### src/hdl/pefa_ram.sv
// Generic single-port-write, single-read RAM with registered read data.
// No dependencies.
module pefa_ram #(
  parameter int Width = 8,
  parameter int Depth = 16
) (
  input  logic                     clk,
  input  logic                     we,
  input  logic [$clog2(Depth)-1:0] waddr,
  input  logic [Width-1:0]         wdata,
  input  logic [$clog2(Depth)-1:0] raddr,
  output logic [Width-1:0]         rdata
);

  logic [Width-1:0] mem [Depth];

  always_ff @(posedge clk) begin
    if (we) begin
      mem[waddr] <= wdata;
    end
    rdata <= mem[raddr];
  end

endmodule

### config.mk
export PLATFORM = sky130hd
export DESIGN_NAME = pefa_ram
export DESIGN_NICKNAME = d
export VERILOG_FILES = /design/src/hdl/pefa_ram.sv
export SDC_FILE = /design/constraint.sdc
export NUM_CORES = 1
export LEC_CHECK = 0
export BUFFER_PORTS_ARGS = -buffer_cell sky130_fd_sc_hd__buf_2
export CAP_MARGIN = 20
export CELL_PAD_IN_SITES_DETAIL_PLACEMENT = 0
export CELL_PAD_IN_SITES_GLOBAL_PLACEMENT = 1
export CORE_ASPECT_RATIO = 0.6
export CORE_MARGIN = 8
export CORE_UTILIZATION = 53
export CTS_BUF_LIST = sky130_fd_sc_hd__clkbuf_16
export DETAILED_ROUTE_END_ITERATION = 7
export PLACE_DENSITY_LB_ADDON = 0.05
export SLEW_MARGIN = 20
export SYNTH_ARGS = -nofsm -noshare
export SYNTH_HDL_FRONTEND = slang
export SYNTH_SLANG_ARGS = --single-unit
### constraint.sdc
create_clock -name clk -period 2.47 [get_ports clk]
set_input_delay 0.494 -clock clk [delete_from_list [all_inputs] [get_ports clk]]
set_output_delay 0.494 -clock clk [all_outputs]
set_load 0.05 [all_outputs]
==> run metrics <==
status finished, final reports clean; Main synth FF type edfxtp_1; # resized after CTS 0; Seq pwr share 50.5%; Worst path max stage delay 0.40 ns; adder-cell share of the synthesized area 0%; Worst Path Max Fanout 1; complex-gate fraction of the synthesized area 2.33%; Mapped Nets 247; Starting Density 53.4%; First-pass DRT Iterations 4; core area 0.00963 mm^2; Placed Cells 400; DRT iter0 DRCs 186; post-synthesis mux area share 15.0%; Sw Share 20.0%; setup bufs post-CTS 0; # fillers 678; first-pass GRT wire length 15500 um; crit end category output port; Root Driver clkbuf_16; Lkg Pwr 0.00209 uW; worst path bufs/invs 1; Die Area 0.0132 mm^2; GRT Total Usage 16.9%; Period Utilization, post-route 64.5%; Top Ports 26; DR vias/cell 5.66; max-cap violation count 0; Clock Skew 0.00699 ns; Worst Tran Pin Value 0.471 ns; stages on the worst setup path 1; TritonCTS Buffers 17; RePlAce Congestion 0.739; Overflow after GRT 0; Synth Warn # 0; post-synthesis cell area 0.00515 mm^2; Clk pwr share 43.9%; Finished Layout Cells 430; Tmin final 1.59 ns; Yosys reg bits 136; sum of negative setup slack 0 ns; Clk Latency, worst-skew pair 0.41 ns; CP Cell Sequence buf_2; Hold Buf Count CTS 0; fin nets 302; antenna violations before repair 0; worst vdd rail ir drop 0.000534 V; Worst Reg-to-Reg Cells 3; final setup violating endpoints 0; RR Endpoint rdata[5]; total clock sinks 136; slew margin rel. 68.6%; worst r2r src mem[1][5]; Crit Path Class flop to output port; Final Hold Fails 0; Hold Crit Depth 1; Synth Area in XOR/XNOR 0%; std cell rows 28; DPL Wire Length 6390 um; die width 143 um; Worst EP required 1.98 ns; Combinational Power Share 5.6%; PwrDens 849 mW/mm^2; Die Ht 92.3 um; Cell variety after synth 19; vias in the first global route 2541; r2r setup slk 1.11 ns; Hold Crit Endpoint mem[11][6]; Post-synth EDFFs 128; RSZ-0062 raised after global routing false; HP Class input port to flop; total routed wirelength 10100 um; pin count of the biggest net entering global routing 33; Crit-path slowest cell dfxtp_1; CTS tree yes; delay-heaviest family, CP flip-flops; Port-buffer cells 25; CP arrival 1.10 ns; largest family of logic cells by synthesized area multiplexers; Post-Syn Area per Cell 22.5 um^2; simple logic cell fraction of the synthesized area 3.18%; fin util 62.9%; Switch Pwr 1030 uW; Clock Path Buffers 2; CP startpoint kind flop; via count 2434; CTS clk-pin slew, worst paths 0.05 ns; Antenna Nets Post-Route 0; Seq/Total Area, Yosys 77.8%; Worst Hold Launch wdata[6]; gate count after technology mapping 229; highest clock rate 628 MHz; Slew Viols, Final 0; WL/cell 23.5 um; area delta synth->final 17.8%; internal power 4120 uW; hold_ws 0.464 ns; DRC violations left 0; n_diodes 0; H-tree depth 4; layout cell share with drive strength beyond 1 28.5%; Synth async-reset ratio 0%
cell usage in the layout (no fill, tap or decap):
| cell type | synthesis | routed |
|---|---|---|
| nand2_1 | 9 | 9 |
| clkinv_1 | 0 | 5 |
| buf_12 | 0 | 2 |
| buf_4 | 1 | 19 |
| nor2b_1 | 1 | 1 |
| and2b_1 | 1 | 1 |
| nor3_1 | 4 | 4 |
| buf_2 | 3 | 25 |
| mux4_2 | 18 | 18 |
| nand2b_1 | 2 | 2 |
| nand3b_1 | 2 | 2 |
| clkbuf_16 | 0 | 17 |
| bufinv_16 | 0 | 2 |
| edfxtp_1 | 128 | 128 |
| nor2_1 | 13 | 13 |
| dfxtp_1 | 8 | 8 |
| or3b_2 | 1 | 1 |
| nand3_1 | 1 | 1 |
| mux4_1 | 14 | 14 |
| a22oi_1 | 16 | 16 |
| and2_1 | 1 | 1 |
| inv_1 | 0 | 6 |
flip-flops by register name, indices dropped and copies added, names as in the netlist:
signal and cells:
mem 128, rdata 8
Yosys cell counts (3+ instances only):
cell type        instances  area [um^2]
mux4_1                  14          368
a22oi_1                 16          120
buf_2                    3         15.0
edfxtp_1               128         3840
dfxtp_1                  8          160
mux4_2                  18          405
buf_6                    3         33.8
nand2_1                  9         33.8
nor2_1                  13         48.8
nor3_1                   4         20.0
clkdlybuf4s25_2          3         30.0
metrics by stage:
stage	instance area (um^2)	total power, uW	setup slack (ns)
after floorplan	5150	2820	0.483
after global placement	5540	2940	0.526
after detailed placement	5540	2940	0.500
after CTS	6060	5190	0.844
after global routing	6060	5320	0.834
final	6060	5150	0.877
cell type report:
type | count | area (um^2) | share of cell area [%]
flip-flops and latches | 136 | 4000 | 66.0
multi-input cells | 83 | 1060 | 17.4
clock buffers | 17 | 425 | 7.01
repair buffers | 46 | 308 | 5.08
well taps | 135 | 169 | 2.79
clock inverters | 13 | 101 | 1.67
routing by layer:
layer	wire, um	up-vias	part of all wire (%)	track usage [%]
li1	-	1081	-	-
met1	4870	1262	48	24.3
met2	4490	80	44	23.2
met3	641	11	6.3	5.80
met4	115	0	1.1	6.53
met5	0	-	0	0
cells by family after synthesis:
logic type | Yosys count
AOI/OAI and AO/OA | 16
buffers and inverters | 10
DFF | 136
muxes | 32
and+or+nand+nor | 35
worst max-delay path by stage:
stage | from | to | slack, ns
finish | rdata[6] | rdata[6] | 0.88
global route | rdata[6] | rdata[6] | 0.83
CTS | rdata[6] | rdata[6] | 0.84
detailed placement | raddr[0] | rdata[0] | 0.50
global placement | raddr[0] | rdata[0] | 0.53
floorplan | waddr[2] | mem[0][0] | 0.48
power by group through the flow:
stage / Combinational (uW) / Sequential (uW) / Clock (uW)
4_1_cts: 296 / 2600 / 2300
3_5_place_dp: 295 / 2650 / 0
3_3_place_gp: 291 / 2640 / 0
5_1_grt: 314 / 2600 / 2400
6_report: 290 / 2600 / 2260
2_1_floorplan: 131 / 2690 / 0
No activity file was read; power rests on OpenSTA's default activity.
