<file path="src/hdl/pefa_pkg.sv">
// Package for the per-edge flow accumulator: sizes, opcodes, status codes, divider handshake.
// No dependencies.
package pefa_pkg;

  localparam int MaxNodes     = 256;
  localparam int MaxEdges     = 1024;
  localparam int SlotsPerEdge = 16;

  localparam int NodeW  = 8;
  localparam int EdgeW  = $clog2(MaxEdges);
  localparam int CountW = EdgeW + 1;
  localparam int SlotW  = $clog2(SlotsPerEdge);
  localparam int LenW   = SlotW + 1;
  localparam int EntW   = EdgeW + SlotW;
  localparam int ValW   = 32;
  localparam int OutfW  = 40;

  typedef enum logic [1:0] {
    OP_LOAD  = 2'd0,
    OP_ADD   = 2'd1,
    OP_SCALE = 2'd2,
    OP_READ  = 2'd3
  } op_t;

  typedef enum logic [1:0] {
    ST_OK        = 2'd0,
    ST_NOT_FOUND = 2'd1,
    ST_LIST_FULL = 2'd2,
    ST_TABLE_FULL = 2'd3
  } status_t;

  // Divider handshake
  typedef struct packed {
    logic start;
    logic neg;
    logic [ValW-1:0] mag;
    logic [OutfW-1:0] den;
  } div_req_t;

  typedef struct packed {
    logic busy;
    logic done;
    logic [ValW-1:0] quot;
  } div_rsp_t;

endpackage

</file>
<file path="src/hdl/pefa_div.sv">
// Restoring divider: (mag << 16) / den, one quotient bit a cycle, saturated to 32 bits signed.
// Depends on pefa_pkg.
module pefa_div (
  input  logic                clk,
  input  logic                rst_n,
  input  pefa_pkg::div_req_t  req,
  output pefa_pkg::div_rsp_t  rsp
);

  localparam int NumW = pefa_pkg::ValW + 16;
  localparam int CntW = $clog2(NumW + 1);
  localparam int RemW = pefa_pkg::OutfW + 1;

  logic             busy_r, busy_nxt;
  logic             done_r, done_nxt;
  logic [CntW-1:0]  cnt_r, cnt_nxt;
  logic [NumW-1:0]  num_r, num_nxt;
  logic [RemW-1:0]  rem_r, rem_nxt;
  logic [pefa_pkg::OutfW-1:0] den_r, den_nxt;
  logic             neg_r, neg_nxt;
  logic [RemW-1:0]  trial;
  logic [pefa_pkg::ValW-1:0] quot;

  always_comb begin
    busy_nxt = busy_r;
    done_nxt = 1'b0;
    cnt_nxt  = cnt_r;
    num_nxt  = num_r;
    rem_nxt  = rem_r;
    den_nxt  = den_r;
    neg_nxt  = neg_r;
    trial    = {rem_r[RemW-2:0], num_r[NumW-1]};
    if (req.start) begin
      busy_nxt = 1'b1;
      cnt_nxt  = CntW'(NumW);
      num_nxt  = {req.mag, 16'd0};
      rem_nxt  = '0;
      den_nxt  = req.den;
      neg_nxt  = req.neg;
    end else if (busy_r) begin
      if (trial >= {1'b0, den_r}) begin
        rem_nxt = trial - {1'b0, den_r};
        num_nxt = {num_r[NumW-2:0], 1'b1};
      end else begin
        rem_nxt = trial;
        num_nxt = {num_r[NumW-2:0], 1'b0};
      end
      cnt_nxt = cnt_r - 1'b1;
      if (cnt_r == CntW'(1)) begin
        busy_nxt = 1'b0;
        done_nxt = 1'b1;
      end
    end
  end

  always_ff @(posedge clk) begin
    if (!rst_n) begin
      busy_r <= 1'b0;
      done_r <= 1'b0;
      cnt_r  <= '0;
    end else begin
      busy_r <= busy_nxt;
      done_r <= done_nxt;
      cnt_r  <= cnt_nxt;
    end
    num_r <= num_nxt;
    rem_r <= rem_nxt;
    den_r <= den_nxt;
    neg_r <= neg_nxt;
  end

  always_comb begin
    if (neg_r) begin
      if (num_r >= NumW'(64'h8000_0000)) begin
        quot = 32'h8000_0000;
      end else begin
        quot = -num_r[pefa_pkg::ValW-1:0];
      end
    end else begin
      if (num_r > NumW'(64'h7FFF_FFFF)) begin
        quot = 32'h7FFF_FFFF;
      end else begin
        quot = num_r[pefa_pkg::ValW-1:0];
      end
    end
  end

  assign rsp.busy = busy_r;
  assign rsp.done = done_r;
  assign rsp.quot = quot;

endmodule

</file>
<file path="config.mk">
export PLATFORM = sky130hd
export DESIGN_NAME = pefa_div
export DESIGN_NICKNAME = d
export VERILOG_FILES = /design/src/hdl/pefa_pkg.sv /design/src/hdl/pefa_div.sv
export SDC_FILE = /design/constraint.sdc
export NUM_CORES = 1
export LEC_CHECK = 0
export CORE_MARGIN = 2
export CORE_UTILIZATION = 60
export DETAILED_ROUTE_END_ITERATION = 8
export DONT_BUFFER_PORTS = 1
export GPL_ROUTABILITY_DRIVEN = 1
export PLACE_DENSITY = 0.76
export SYNTH_ARGS = -nofsm -noshare
export SYNTH_HDL_FRONTEND = slang
export SYNTH_SLANG_ARGS = --single-unit
</file>
<file path="constraint.sdc">
create_clock -name clk -period 7.98 [get_ports clk]
set_input_delay 2.394 -clock clk [delete_from_list [all_inputs] [get_ports clk]]
set_output_delay 2.394 -clock clk [all_outputs]
set_load 0.05 [all_outputs]
</file>
==> run metrics <==
CP max FO 39; # rows 43; Initial Util 61.7%; switch share 33.5%; minimum clock period roughly 6400 ps; Routed Wire Length 20.5 mm; via count about 7300; Worst Setup Start Kind flop; core area approximately 14000 um^2; Hold Violations, Final 0; Least-Margin Pin Slew roughly 1200 ps; Chip Width between 100 and 150 um; final setup vio count 0; clk_skew 9.49 ps; setup bufs post-CTS 0; DP HPWL between 10 and 15 mm; TritonCTS sink count 137; H-Tree Depth 4; DR pass1 iterations 5; r2r endpoint rem_r[36]; sequential area share after synthesis 40.2%; Area after DPL a little under 9000 um^2; worst reg2reg path depth 11; power density cells 223 nW/um^2; root buffer cell clkbuf_16; Mean Syn Cell Area 8.76 um^2; Setup CP Type flop to primary output; GRT Util Overall 27.0%; r2r setup slk 4530 ps; Worst EP required 5590 ps; GR Overflow Total 0; post-route cell area 9310 um^2; Ys Warns 0; Worst Setup End Kind primary output; Worst Setup EP rsp[6]; Flop pwr share 40.9%; CTS tree yes; Via-to-Cell Ratio 6.43; worst-skew pair later-pin latency 440 ps; initial antenna violation count 0; hold buffer count at cts 0; # diodes 0; Ports between 100 and 150; status completed; worst ir drop on vdd approximately 0.17 mV; buffer depth of the longest clock path 2; share of cells above drive strength 1 under 10%; DRT antenna net count 0; buffers added on ports 0; arrival time worst endpoint 3990 ps; Final Net Count ~1100; min-delay worst type flop to flop; Syn Std Cell Area 8630 um^2; commonest non-fill, non-tap cell in the layout nand2_1; first-pass GRT wire length 32.6 mm; CP startpoint num_r[41]; Die Span Y 124 um; DRC Markers 0; Routed WL per cell 18.1 um; Filler Cell Count 1136; max-slew violations 0; Switch Pwr 0.693 mW; Slew HR between 20 and 25%; Clk pwr share between 30% and 40%; final RePlAce weighted congestion 0.865; placed cell count 1104; Initial DRC Count 805; Layout Cells excl Fill ~1100; total internal power 1.38 mW; setup TNS 0 ps; Max-cap violations 0; number of flops mapped to enable cells by yosys 73; Worst-path clk slew 70 ps; Layout area overhead 7.81%; most frequent cells in the layout 119 x nand2_1, 102 x nor2_1, 73 x edfxtp_1; Achievable Freq 157 MHz; Comb pwr share 22.0%; # resized after CTS 0; Post-Syn Nets 1105; final period utilization 80.0%; Yosys reg bits approximately 140; RSZ-0062 raised after global routing false; Leak Pwr 3.68 nW; synth unique cells 71; ys flop type edfxtp_1; Die Footprint 15400 um^2; R2R Path Start den_r[13]; ys async rst share 0%; total CTS buffers 17; vias in the first global route 6523; Syn Inst Count 985; largest net degree at the start of global routing 132
per-layer routing:
| metal | wire [um] | vias up | global-route usage (%) |
|---|---|---|---|
| met1 | 9240 | 3406 | 38.7 |
| met2 | 9490 | 302 | 40.6 |
| met3 | 1440 | 40 | 6.50 |
| met4 | 341 | 0 | 8.29 |
| li1 | - | 3558 | - |
| met5 | 0 | - | 0 |
critical path, cell delays in order, from the launching register on:
cell	delay (ps)
edfxtp_1	400
nor4_1	350
nand4_1	140
or4_1	430
buf_4	270
inv_1	190
nand2_1	630
o311ai_2	1120
metrics by stage:
stage	worst slack (ps)	power (mW)	hold slack (ps)	util, %
global placement	2170	1.30	471	62.4
global route	1330	2.17	515	66.5
CTS	1570	2.08	487	66.5
finish	1590	2.07	489	66.5
floorplan	2090	1.22	459	-
detailed placement	2060	1.31	472	62.4
synth_stat cells (4+ instances only):
| cell type | n | share of area (%) |
|---|---|---|
| nand2_1 | 119 | 5.2 |
| nor2_1 | 103 | 4.5 |
| edfxtp_1 | 73 | 25 |
| dfxtp_1 | 64 | 15 |
| inv_1 | 58 | 2.5 |
| a21oi_1 | 54 | 3.1 |
| clkbuf_1 | 51 | 2.2 |
| o21ai_0 | 48 | 2.8 |
| ha_1 | 43 | 6.2 |
| a22o_1 | 31 | 3.1 |
| a311oi_1 | 31 | 3.1 |
| nor3_1 | 29 | 1.7 |
| nand3_1 | 21 | 1.2 |
| mux2i_1 | 19 | 2.2 |
| xnor2_1 | 19 | 1.9 |
| a21o_1 | 17 | 1.5 |
| xor2_1 | 16 | 1.6 |
| nand4_1 | 14 | 1.0 |
| o311ai_0 | 14 | 1.4 |
| nor4_1 | 12 | 0.87 |
| and3_1 | 10 | 0.72 |
| a211oi_1 | 9 | 0.78 |
| nor2b_1 | 8 | 0.58 |
| o211ai_1 | 7 | 0.61 |
| a221o_1 | 6 | 0.70 |
| buf_4 | 6 | 0.52 |
| o31ai_1 | 6 | 0.52 |
| or3_1 | 6 | 0.43 |
| buf_2 | 5 | 0.29 |
| o21bai_1 | 5 | 0.43 |
| a21boi_0 | 4 | 0.35 |
| a221oi_1 | 4 | 0.41 |
| nand2b_1 | 4 | 0.29 |
| o21a_1 | 4 | 0.35 |
| o22ai_1 | 4 | 0.29 |
| or2_2 | 4 | 0.29 |
| or4_1 | 4 | 0.35 |
worst min path at each step:
stage | depth (start not counted) | to | slack (ps) | from
floorplan | 2 | rem_r[1] | 460 | rem_r[1]
global placement | 2 | rem_r[1] | 470 | rem_r[1]
detailed placement | 2 | rem_r[1] | 470 | rem_r[1]
CTS | 2 | rem_r[1] | 490 | rem_r[1]
global route | 2 | rem_r[2] | 520 | rem_r[1]
finish | 2 | rem_r[21] | 490 | rem_r[21]
sequential cells by signal, indices dropped and copies added (netlist names):
name	flops
neg_r	1
den_r	40
done_r	1
num_r	48
cnt_r	6
rem_r	40
busy_r	1
final cells by class:
class | count | area [um^2] | share of cell area (%)
inverter | 59 | 221 | 2.38
multi-input combinational | 722 | 4760 | 51.2
tap | 180 | 225 | 2.42
sequential | 137 | 3480 | 37.4
timing repair buffer | 6 | 45.0 | 0.484
clock inverter | 15 | 149 | 1.60
clock buffer | 17 | 425 | 4.57
power groups by stage:
stage               Sequential [mW]  Clock (mW)  Combinational [mW]
CTS                           0.847       0.780               0.452
floorplan                     0.841           0               0.383
detailed placement            0.862           0               0.447
finish                        0.848       0.768               0.456
global route                  0.856       0.809               0.503
global placement              0.859           0               0.444
cells by family after synthesis:
| family | count (synthesis) | synth area share, % |
|---|---|---|
| flip-flops | 137 | 40.2 |
| adder cells (fa/ha/maj) | 44 | 6.46 |
| AO/OA/AOI/OAI | 275 | 22.7 |
| XOR/XNOR | 35 | 3.55 |
| buffers and inverters | 126 | 5.91 |
| multiplexers | 21 | 2.46 |
| AND/OR/NAND/NOR | 347 | 18.7 |
Power figures use the tool's default switching activity.
